## config.mk

```make
export PLATFORM = sky130hd
export DESIGN_NAME = sync_length_frame_deframer
export DESIGN_NICKNAME = d
export VERILOG_FILES = /design/src/sv/slfd_pkg.sv /design/src/sv/slfd_store.sv /design/src/sv/sync_length_frame_deframer.sv
export SDC_FILE = /design/constraint.sdc
export NUM_CORES = 1
export LEC_CHECK = 0
export ABC_CLOCK_PERIOD_IN_PS = 3100
export BUFFER_PORTS_ARGS = -buffer_cell sky130_fd_sc_hd__buf_2
export CORE_ASPECT_RATIO = 0.6
export CORE_UTILIZATION = 45
export DETAILED_ROUTE_END_ITERATION = 8
export PLACE_DENSITY = 0.62
export SLEW_MARGIN = 0
export SYNTH_ARGS = -nofsm -noshare
export SYNTH_HDL_FRONTEND = slang
export SYNTH_SLANG_ARGS = --single-unit
```

## constraint.sdc

```tcl
create_clock -name aclk -period 3.1 [get_ports aclk]
set_input_delay 0.62 -clock aclk [delete_from_list [all_inputs] [get_ports aclk]]
set_output_delay 0.62 -clock aclk [all_outputs]
set_load 0.02 [all_outputs]
```

## src/sv/slfd_pkg.sv

```systemverilog
// Constants, types and parser states of the sync/length frame deframer
package slfd_pkg;

    localparam int MAX_PAYLOAD = 64;
    localparam int STORE_DEPTH = 64;
    localparam int ADDR_W      = $clog2(STORE_DEPTH);
    localparam int LEN_W       = $clog2(MAX_PAYLOAD + 1);

    localparam logic [7:0] SYNC_RESET = 8'd170;

    localparam logic STATUS_FRAME    = 1'b0;
    localparam logic STATUS_TOO_LONG = 1'b1;

    // Parser phases, one-hot
    typedef enum logic [4:0] {
        PH_HUNT  = 5'b00001,
        PH_TYPE  = 5'b00010,
        PH_LEN   = 5'b00100,
        PH_DATA  = 5'b01000,
        PH_DRAIN = 5'b10000
    } slfd_phase_t;

    // Access request to the payload store
    typedef struct packed {
        logic              wr_en;
        logic [ADDR_W-1:0] wr_addr;
        logic [7:0]        wr_data;
        logic              rd_en;
        logic [ADDR_W-1:0] rd_addr;
    } slfd_mem_req_t;

endpackage

```

## src/sv/slfd_store.sv

```systemverilog
// Payload store: one write port, one registered read port
module slfd_store (
    input  logic                  aclk,
    input  slfd_pkg::slfd_mem_req_t req,
    output logic [7:0]            rd_data
);

    logic [7:0] mem [slfd_pkg::STORE_DEPTH];

    // Write the incoming payload byte
    always_ff @(posedge aclk) begin
        if (req.wr_en) begin
            mem[req.wr_addr] <= req.wr_data;
        end
    end

    // Registered read; hold the last word otherwise
    always_ff @(posedge aclk) begin
        if (req.rd_en) begin
            rd_data <= mem[req.rd_addr];
        end
    end

endmodule

```

## src/sv/sync_length_frame_deframer.sv

```systemverilog
// Sync/type/length frame deframer: hunts for the sync byte held in the configuration
// register, takes a type byte and a length byte, then stores that many payload bytes.
// While parsing, one received byte is accepted per cycle while no result or pending
// read waits on the sink. A zero length gives one result at once, and a length above
// 64 gives one error result; both return to the hunt. A frame of N payload bytes is
// drained from the store as N results, one per cycle when the sink keeps ready high.
// After the last payload byte is taken, the block enters the drain phase, reads each
// byte through the store's registered read port and loads it into the output register.
// No input is accepted until the last result of the run has been taken. The store has
// no reset or clearing pass; every byte read was written earlier in the same frame.
module sync_length_frame_deframer (
    input  logic       aclk,
    input  logic       aresetn,
    // configuration write
    input  logic       cfg_valid,
    output logic       cfg_ready,
    input  logic [7:0] cfg_data,
    // received bytes
    input  logic       s_valid,
    output logic       s_ready,
    input  logic [7:0] s_rx_byte,
    // results
    output logic       m_valid,
    input  logic       m_ready,
    output logic       m_status,
    output logic [7:0] m_frame_type,
    output logic [7:0] m_frame_length,
    output logic       m_has_data,
    output logic [7:0] m_data_byte,
    output logic [5:0] m_data_index,
    output logic       m_last
);

    localparam int AW = slfd_pkg::ADDR_W;
    localparam int LW = slfd_pkg::LEN_W;

    slfd_pkg::slfd_phase_t phase_reg, phase_next;
    logic [7:0]    sync_reg;
    logic [7:0]    held_type_reg, held_type_next;
    logic [LW-1:0] held_length_reg, held_length_next;
    logic [LW-1:0] bytes_taken_reg, bytes_taken_next;
    logic [AW-1:0] rd_idx_reg, rd_idx_next;
    logic          rd_pend_reg, rd_pend_next;
    logic [AW-1:0] rd_idx_q_reg, rd_idx_q_next;
    logic          rd_last_reg, rd_last_next;

    logic       m_valid_reg, m_valid_next;
    logic       m_status_reg, m_status_next;
    logic [7:0] m_type_reg, m_type_next;
    logic [7:0] m_length_reg, m_length_next;
    logic       m_has_data_reg, m_has_data_next;
    logic [7:0] m_data_reg, m_data_next;
    logic [5:0] m_index_reg, m_index_next;
    logic       m_last_reg, m_last_next;

    slfd_pkg::slfd_mem_req_t mem_req;
    logic [7:0]    rd_data;
    logic          out_free;
    logic          in_acc;
    logic [LW-1:0] taken_inc;
    logic [LW-1:0] rd_idx_inc;

    slfd_store u_store (
        .aclk    (aclk),
        .req     (mem_req),
        .rd_data (rd_data)
    );

    assign cfg_ready  = 1'b1;
    assign out_free   = !m_valid_reg || m_ready;
    assign s_ready    = (phase_reg != slfd_pkg::PH_DRAIN) && !rd_pend_reg && out_free;
    assign in_acc     = s_valid && s_ready;
    assign taken_inc  = bytes_taken_reg + LW'(1);
    assign rd_idx_inc = LW'(rd_idx_reg) + LW'(1);

    // Parser, store access and output register
    always_comb begin
        phase_next       = phase_reg;
        held_type_next   = held_type_reg;
        held_length_next = held_length_reg;
        bytes_taken_next = bytes_taken_reg;
        rd_idx_next      = rd_idx_reg;
        rd_pend_next     = rd_pend_reg;
        rd_idx_q_next    = rd_idx_q_reg;
        rd_last_next     = rd_last_reg;

        m_valid_next     = m_valid_reg;
        m_status_next    = m_status_reg;
        m_type_next      = m_type_reg;
        m_length_next    = m_length_reg;
        m_has_data_next  = m_has_data_reg;
        m_data_next      = m_data_reg;
        m_index_next     = m_index_reg;
        m_last_next      = m_last_reg;

        mem_req.wr_en    = 1'b0;
        mem_req.wr_addr  = bytes_taken_reg[AW-1:0];
        mem_req.wr_data  = s_rx_byte;
        mem_req.rd_en    = 1'b0;
        mem_req.rd_addr  = rd_idx_reg;

        // Drop the transaction taken by the sink
        if (m_valid_reg && m_ready) begin
            m_valid_next = 1'b0;
        end

        // Advance read data into the output register
        if (rd_pend_reg && out_free) begin
            m_valid_next    = 1'b1;
            m_status_next   = slfd_pkg::STATUS_FRAME;
            m_type_next     = held_type_reg;
            m_length_next   = 8'(held_length_reg);
            m_has_data_next = 1'b1;
            m_data_next     = rd_data;
            m_index_next    = 6'(rd_idx_q_reg);
            m_last_next     = rd_last_reg;
            rd_pend_next    = 1'b0;
        end

        case (phase_reg)
            slfd_pkg::PH_HUNT: begin
                if (in_acc && (s_rx_byte == sync_reg)) begin
                    phase_next = slfd_pkg::PH_TYPE;
                end
            end
            slfd_pkg::PH_TYPE: begin
                if (in_acc) begin
                    held_type_next = s_rx_byte;
                    phase_next     = slfd_pkg::PH_LEN;
                end
            end
            slfd_pkg::PH_LEN: begin
                if (in_acc) begin
                    if (s_rx_byte == 8'd0) begin
                        // empty frame: a single result, no payload
                        m_valid_next    = 1'b1;
                        m_status_next   = slfd_pkg::STATUS_FRAME;
                        m_type_next     = held_type_reg;
                        m_length_next   = 8'd0;
                        m_has_data_next = 1'b0;
                        m_data_next     = 8'd0;
                        m_index_next    = 6'd0;
                        m_last_next     = 1'b1;
                        phase_next      = slfd_pkg::PH_HUNT;
                    end else if (s_rx_byte > 8'(slfd_pkg::MAX_PAYLOAD)) begin
                        // declared length does not fit: report and rehunt
                        m_valid_next    = 1'b1;
                        m_status_next   = slfd_pkg::STATUS_TOO_LONG;
                        m_type_next     = held_type_reg;
                        m_length_next   = s_rx_byte;
                        m_has_data_next = 1'b0;
                        m_data_next     = 8'd0;
                        m_index_next    = 6'd0;
                        m_last_next     = 1'b1;
                        phase_next      = slfd_pkg::PH_HUNT;
                    end else begin
                        held_length_next = s_rx_byte[LW-1:0];
                        bytes_taken_next = '0;
                        phase_next       = slfd_pkg::PH_DATA;
                    end
                end
            end
            slfd_pkg::PH_DATA: begin
                if (in_acc) begin
                    mem_req.wr_en    = 1'b1;
                    bytes_taken_next = taken_inc;
                    if (taken_inc >= held_length_reg) begin
                        rd_idx_next = '0;
                        phase_next  = slfd_pkg::PH_DRAIN;
                    end
                end
            end
            slfd_pkg::PH_DRAIN: begin
                // Issue the next read when the read stage can move on
                if (!rd_pend_reg || out_free) begin
                    mem_req.rd_en = 1'b1;
                    rd_pend_next  = 1'b1;
                    rd_idx_q_next = rd_idx_reg;
                    rd_last_next  = (rd_idx_inc == held_length_reg);
                    rd_idx_next   = rd_idx_reg + AW'(1);
                    if (rd_idx_inc == held_length_reg) begin
                        phase_next = slfd_pkg::PH_HUNT;
                    end
                end
            end
            default: begin
                phase_next = slfd_pkg::PH_HUNT;
            end
        endcase
    end

    // Control state
    always_ff @(posedge aclk) begin
        if (!aresetn) begin
            phase_reg       <= slfd_pkg::PH_HUNT;
            sync_reg        <= slfd_pkg::SYNC_RESET;
            held_type_reg   <= 8'd0;
            held_length_reg <= '0;
            bytes_taken_reg <= '0;
            rd_pend_reg     <= 1'b0;
            m_valid_reg     <= 1'b0;
        end else begin
            phase_reg       <= phase_next;
            held_type_reg   <= held_type_next;
            held_length_reg <= held_length_next;
            bytes_taken_reg <= bytes_taken_next;
            rd_pend_reg     <= rd_pend_next;
            m_valid_reg     <= m_valid_next;
            if (cfg_valid && cfg_ready) begin
                sync_reg <= cfg_data;
            end
        end
    end

    // Payload registers
    always_ff @(posedge aclk) begin
        rd_idx_reg     <= rd_idx_next;
        rd_idx_q_reg   <= rd_idx_q_next;
        rd_last_reg    <= rd_last_next;
        m_status_reg   <= m_status_next;
        m_type_reg     <= m_type_next;
        m_length_reg   <= m_length_next;
        m_has_data_reg <= m_has_data_next;
        m_data_reg     <= m_data_next;
        m_index_reg    <= m_index_next;
        m_last_reg     <= m_last_next;
    end

    assign m_valid        = m_valid_reg;
    assign m_status       = m_status_reg;
    assign m_frame_type   = m_type_reg;
    assign m_frame_length = m_length_reg;
    assign m_has_data     = m_has_data_reg;
    assign m_data_byte    = m_data_reg;
    assign m_data_index   = m_index_reg;
    assign m_last         = m_last_reg;

endmodule

```

After elaboration in Yosys (flattened, before gate mapping)
Memories as Yosys holds them, arrays and structs flattened. A register that Yosys moved wholly into a read port is not among the register bits.
Cells that the tools add are included.
{"block": "totals", "register_bits": 83, "ramBits": 512, "inputBits": 21, "memories": 1}
{"memory": "u_store.mem", "depth": 64, "width": 8, "rd": 1, "rd_ports_with_merged_regs": 1, "write_ports": 1, "line_no": "slfd_store.sv:8", "rtl": "logic [7:0] mem [slfd_pkg::STORE_DEPTH];"}
{"block": "classes", "add_sub_neg": 3, "magnitude_cmp": 2, "eq_ne": 17, "mux": 69, "n_bitwise": 2, "n_reduce_logical": 19}
{"op": "2-to-1 mux 8 bit", "n": 15}
{"op": "2-to-1 mux 6 bit", "n": 8}
{"op": "2-to-1 mux 5 bit", "n": 7}
{"op": "2-to-1 mux 1 bit", "n": 30}
{"op": "2-to-1 mux 7 bit", "n": 4}
{"op": "one-hot mux 5 bit (5 select lines)", "n": 1}
{"op": "!= test 2 bit (second input constant)", "n": 9}
{"op": "one-hot mux 7 bit (2 select lines)", "n": 1}
{"op": "one-hot mux 6 bit (2 select lines)", "n": 1}
{"op": "equality test 8 bit", "n": 1}
{"op": "> comparator 8 x 7 -> 1 bit (second input constant)", "n": 1}
{"op": "zero test 8 bit", "n": 1}
{"op": "2-to-1 mux 4 bit", "n": 2}
{"op": "AND reduction 4 bit", "n": 2}
{"op": "adder 6 x 1 -> 7 bit (second input constant)", "n": 1}
{"op": "adder 7 x 1 -> 7 bit (second input constant)", "n": 1}
{"op": "equality test 7 bit", "n": 1}
{"op": ">= comparator 7 bit", "n": 1}
{"op": "AND reduction 7 bit", "n": 1}
{"op": "adder 6 x 1 -> 6 bit (second input constant)", "n": 1}
{"op": "logical AND 1 bit", "n": 6}
{"op": "equality test 5 x 1 -> 1 bit (second input constant)", "n": 1}
{"op": "equality test 5 x 2 -> 1 bit (second input constant)", "n": 1}
{"op": "equality test 5 x 3 -> 1 bit (second input constant)", "n": 1}
{"op": "other kinds (9)", "n": 14}

Logic depth before layout (Yosys ltp)
{"block": "logic_depth", "word_depth": 8, "ltp_mapped": 10, "mapped_depth_nobuf": 10}

Hierarchy
A second synthesis with hierarchy kept.
{"block": "hier_totals", "hier_cells": 1355, "area_unflattened_um2": 23989.3}
{"module": "slfd_store", "n_inst": 1, "cells_each": 940, "area_per_inst_um2": 20246.9}
{"module": "sync_length_frame_deframer", "n_inst": 1, "cells_each": 415, "area_per_inst_um2": 3742.3}

Worst setup path before layout
No wires, ideal clock.
{"block": "synth_timing", "path_type": "in2reg", "from": "input m_ready", "to": "memory u_store.mem[61][0] (enable)", "setup_time_ps": 371, "t_arrival_ps": 2154, "path_slack_ps": 576, "path_stages": 7, "path_buffers": 2, "cell_sequence": "nand2b_1 > o2111ai_1 > clkbuf_1 > nor2_1 > clkbuf_1 > nand3_1 > nor2_1"}
{"block": "synth_via", "elab_chain_cells": 7}
{"item": "from (decl)", "line_no": "sync_length_frame_deframer.sv:24", "rtl": "input logic m_ready,"}
{"item": "logical OR 1 bit", "line_no": "sync_length_frame_deframer.sv:70", "rtl": "assign out_free = !m_valid_reg || m_ready;"}
{"item": "logical AND 1 bit", "line_no": "sync_length_frame_deframer.sv:71", "rtl": "assign s_ready = (phase_reg != slfd_pkg::PH_DRAIN) && !rd_pend_reg && out_free;"}
{"item": "logical AND 1 bit", "line_no": "sync_length_frame_deframer.sv:72", "rtl": "assign in_acc = s_valid && s_ready;"}
{"item": "2-to-1 mux 1 bit", "line_no": "sync_length_frame_deframer.sv:164", "rtl": "if (in_acc) begin"}
{"item": "2-to-1 mux 1 bit", "line_no": "sync_length_frame_deframer.sv:120", "rtl": "case (phase_reg)"}
{"item": "2-to-1 mux 1 bit", "line_no": "slfd_store.sv:12", "rtl": "if (req.wr_en) begin"}
{"item": "2-to-1 mux 1 bit (implied by the code)", "line_no": "slfd_store.sv:13", "rtl": "mem[req.wr_addr] <= req.wr_data;"}
{"item": "to (decl)", "line_no": "slfd_store.sv:8"}
No other way between the ends.

==> flow_summary.json <==
{
  "hold_path.class": "primary input to flop",
  "ys_warn_count": 0,
  "ir_worst_vdd_uv": 565,
  "initialDrtViolationCount": 2208,
  "violations": "setup timing",
  "clock-sinks": 603,
  "fin_setup_tns_ns": -0.000268,
  "largest_reg_flops": 512,
  "rr_startpoint": "rd_idx_reg[0]",
  "grt_pass1_wl_um": 95700,
  "cts_max_path_buffers": 3,
  "critical_path.most_common_cell": "buf_12",
  "drc": 0,
  "fill_cells": 4396,
  "synth_top_area_frac": 0.648,
  "slew_violations": 0,
  "synth_edf_count": 533,
  "cp-endpoint": "u_store.rd_data[3]",
  "worstPathMaxFanout": 27,
  "synth_top_area_cell": "edfxtp_1",
  "root_buffer": "clkbuf_16",
  "portBuffers": 55,
  "worst-path-buf-inv": 3,
  "clk_pin_slew_ns": 0.07,
  "fin_crit_ns": 3.10,
  "synth.area.top_cells": "edfxtp_1 (65%), mux4_2 (6.8%), dfxtp_1 (5.7%), mux2i_1 (3.5%), nor2_1 (1.9%)",
  "cp-end-kind": "flop",
  "slowest_delay_ns": 0.61,
  "routed_wl_um": 65900,
  "synth_nets": 1548,
  "finalHoldViolCount": 0,
  "regMostFlops": "u_store.mem",
  "grt_use_met2": 0.315,
  "die_w_um": 304,
  "dieArea_um2": 55800,
  "clock.fmax_mhz": 323,
  "p_leak_nw": 10.1,
  "multiInputGateArea_um2": 6770,
  "clock_skew_ns": 0.0183,
  "max_slew_margin": 0.337,
  "postLayoutCellArea_um2": 28500,
  "crit_required_ns": 3.45,
  "ff_latch_area_um2": 17400,
  "drt-pass1-iter-count": 6,
  "p_per_area_nw_per_um2": 567,
  "critical_path_depth": 8,
  "holdWs_ns": 0.236,
  "use_met3": 0.0813,
  "status": "finished with violations",
  "place_hpwl_um": 45400,
  "cts_setup_buffers": 0,
  "synth_area_per_cell_um2": 16.3,
  "cp_top_family": "simple AND/OR/NAND/NOR gates",
  "initial_core_util": 0.456,
  "slowest_stage": "or4_1",
  "coreArea_um2": 54200,
  "setup_slack_ns": -0.000268,
  "yosysMostFrequentCell": "edfxtp_1",
  "clk_latency_ns": 0.60,
  "ys_types": 78,
  "rrSetupSlack_ns": -0.0003,
  "cts_tree": "built",
  "busiest_layer": "met1",
  "die_h_um": 183,
  "post-place-cells": 2348,
  "grt_pass1_vias": 13900,
  "post_drt_wl_per_cell_um": 26.9,
  "ctsHoldBuffers": 0,
  "whs_path_depth": 3,
  "routabilityCongestion": 1.00,
  "h-tree-depth": 2,
  "synthesis.area_um2": 24700,
  "async_flop_share": 0,
  "path_class": "flop to flop",
  "drive_gt1_frac": 0.244,
  "yosysSeqAreaShare": 0.705,
  "nets": 1719,
  "fin_util": 0.525,
  "area_growth_pct": 15.3,
  "stdcell_count": 2447,
  "grt_use_total": 0.237,
  "postPlaceCellArea_um2": 26600,
  "synth_commonest_cells": "edfxtp_1 (533), nor2_1 (126), mux2i_1 (87)",
  "rows": 66,
  "tightestPinTransition_ns": 0.993,
  "path_cells": "buf_12, buf_12, buf_12, mux2i_1, o21ai_0, o21ai_0, or4_1, nor4_4",
  "grt_use_met1": 0.373,
  "power_mw": 16.1,
  "r2r_end": "u_store.rd_data[3]",
  "r2r_cells": 8,
  "period_share": 1.00,
  "antenna_found_initial": 8,
  "antenna_left": 0,
  "synth-seq-cells": 603,
  "setup_violations": 1,
  "num_vias": 14600,
  "cp-start-kind": "flop",
  "maxCapViolCount": 0,
  "rsz0062_at_grt": "no",
  "diodes": 0,
  "synth_ff_type": "edfxtp_1",
  "grt_max_degree": 68,
  "critPathLaunch": "rd_idx_reg[0]",
  "crit_arrival_ns": 3.45,
  "preCtsSetupSlack_ns": -0.217,
  "syn_inst": 1518,
  "grt_overflow": 0,
  "pin_count": 57,
  "cts_buffers": 53,
  "via_per_inst": 5.98
}
-- final cells by class --
class / instances / area share
Sequential cell: 603 / 0.612
Multi-Input combinational cell: 814 / 0.238
Timing Repair Buffer: 206 / 0.0539
Clock buffer: 59 / 0.0474
Tap cell: 714 / 0.0314
Clock inverter: 40 / 0.0164
Inverter: 11 / 0.00145
-- per-layer routing --
| layer | wire length (um) | vias up |
|---|---|---|
| met2 | 25900 | 818 |
| met4 | 1120 | 0 |
| met5 | 0 | - |
| met1 | 30400 | 7367 |
| met3 | 8420 | 87 |
| li1 | - | 6360 |
-- how the worst min path moves through the flow --
stage	start	end	slack (ns)
finish	cfg_data[3]	sync_reg[3]	0.24
global route	cfg_data[7]	sync_reg[7]	0.25
CTS	cfg_data[3]	sync_reg[3]	0.22
detailed placement	m_data_index[3]	m_data_index[3]	0.45
global placement	m_data_byte[1]	m_data_byte[1]	0.44
floorplan	rd_idx_reg[4]	rd_idx_q_reg[4]	0.42
-- logic make-up (layout without fill, tap and decap cells) --
family / Yosys count / after routing / share of synthesized area
AOI/OAI and AO/OA: 229 / 229 / 0.0605
xor gates and xnor gates: 22 / 22 / 0.00836
adders and majority gates: 9 / 9 / 0.00456
buffers and inverters: 101 / 316 / 0.0221
DFF: 603 / 603 / 0.705
muxes: 202 / 202 / 0.130
other: 1 / 1 / 0.000152
and+or+nand+nor: 351 / 351 / 0.0690
-- power by group --
group	switching (mW)	leakage, nW	internal [mW]
clock	3.02	0.883	3.92
combinational	0.257	3.89	0.0871
sequential	0.0215	5.36	8.84
total	3.30	10.1	12.8
-- worst min-delay path, cell delays in order --
cell,delay [ns]
buf_2,0.08
mux2i_1,0.06
nand2_1,0.06
-- timing repair --
| item | 4_1_cts | 5_1_grt |
|---|---|---|
| hold endpoints to repair | 0 | 0 |
| endpoints found under the setup margin | 3 | 8 |
| gates resized for setup | 4 | 3 |
-- layout by cell type, fill, tap and decap left out, types with 10 or more instances in the layout --
| cell type | netlist | final |
|---|---|---|
| or3_1 | 23 | 23 |
| nor2_1 | 126 | 126 |
| mux2_2 | 27 | 27 |
| clkbuf_16 | 0 | 53 |
| dfxtp_1 | 70 | 70 |
| a21oi_1 | 74 | 74 |
| o211ai_1 | 10 | 10 |
| buf_12 | 1 | 10 |
| o21ai_0 | 38 | 37 |
| buf_4 | 9 | 141 |
| mux4_2 | 74 | 74 |
| nor2b_1 | 12 | 12 |
| o22ai_1 | 31 | 31 |
| edfxtp_1 | 533 | 533 |
| nand2_1 | 82 | 82 |
| clkinv_2 | 0 | 12 |
| mux2i_1 | 87 | 87 |
| nand3_1 | 25 | 25 |
| mux4_1 | 14 | 14 |
| xor2_1 | 15 | 15 |
| inv_1 | 10 | 10 |
| nor3_1 | 21 | 21 |
| buf_2 | 15 | 55 |
No activity file was read; power rests on OpenSTA's default activity.
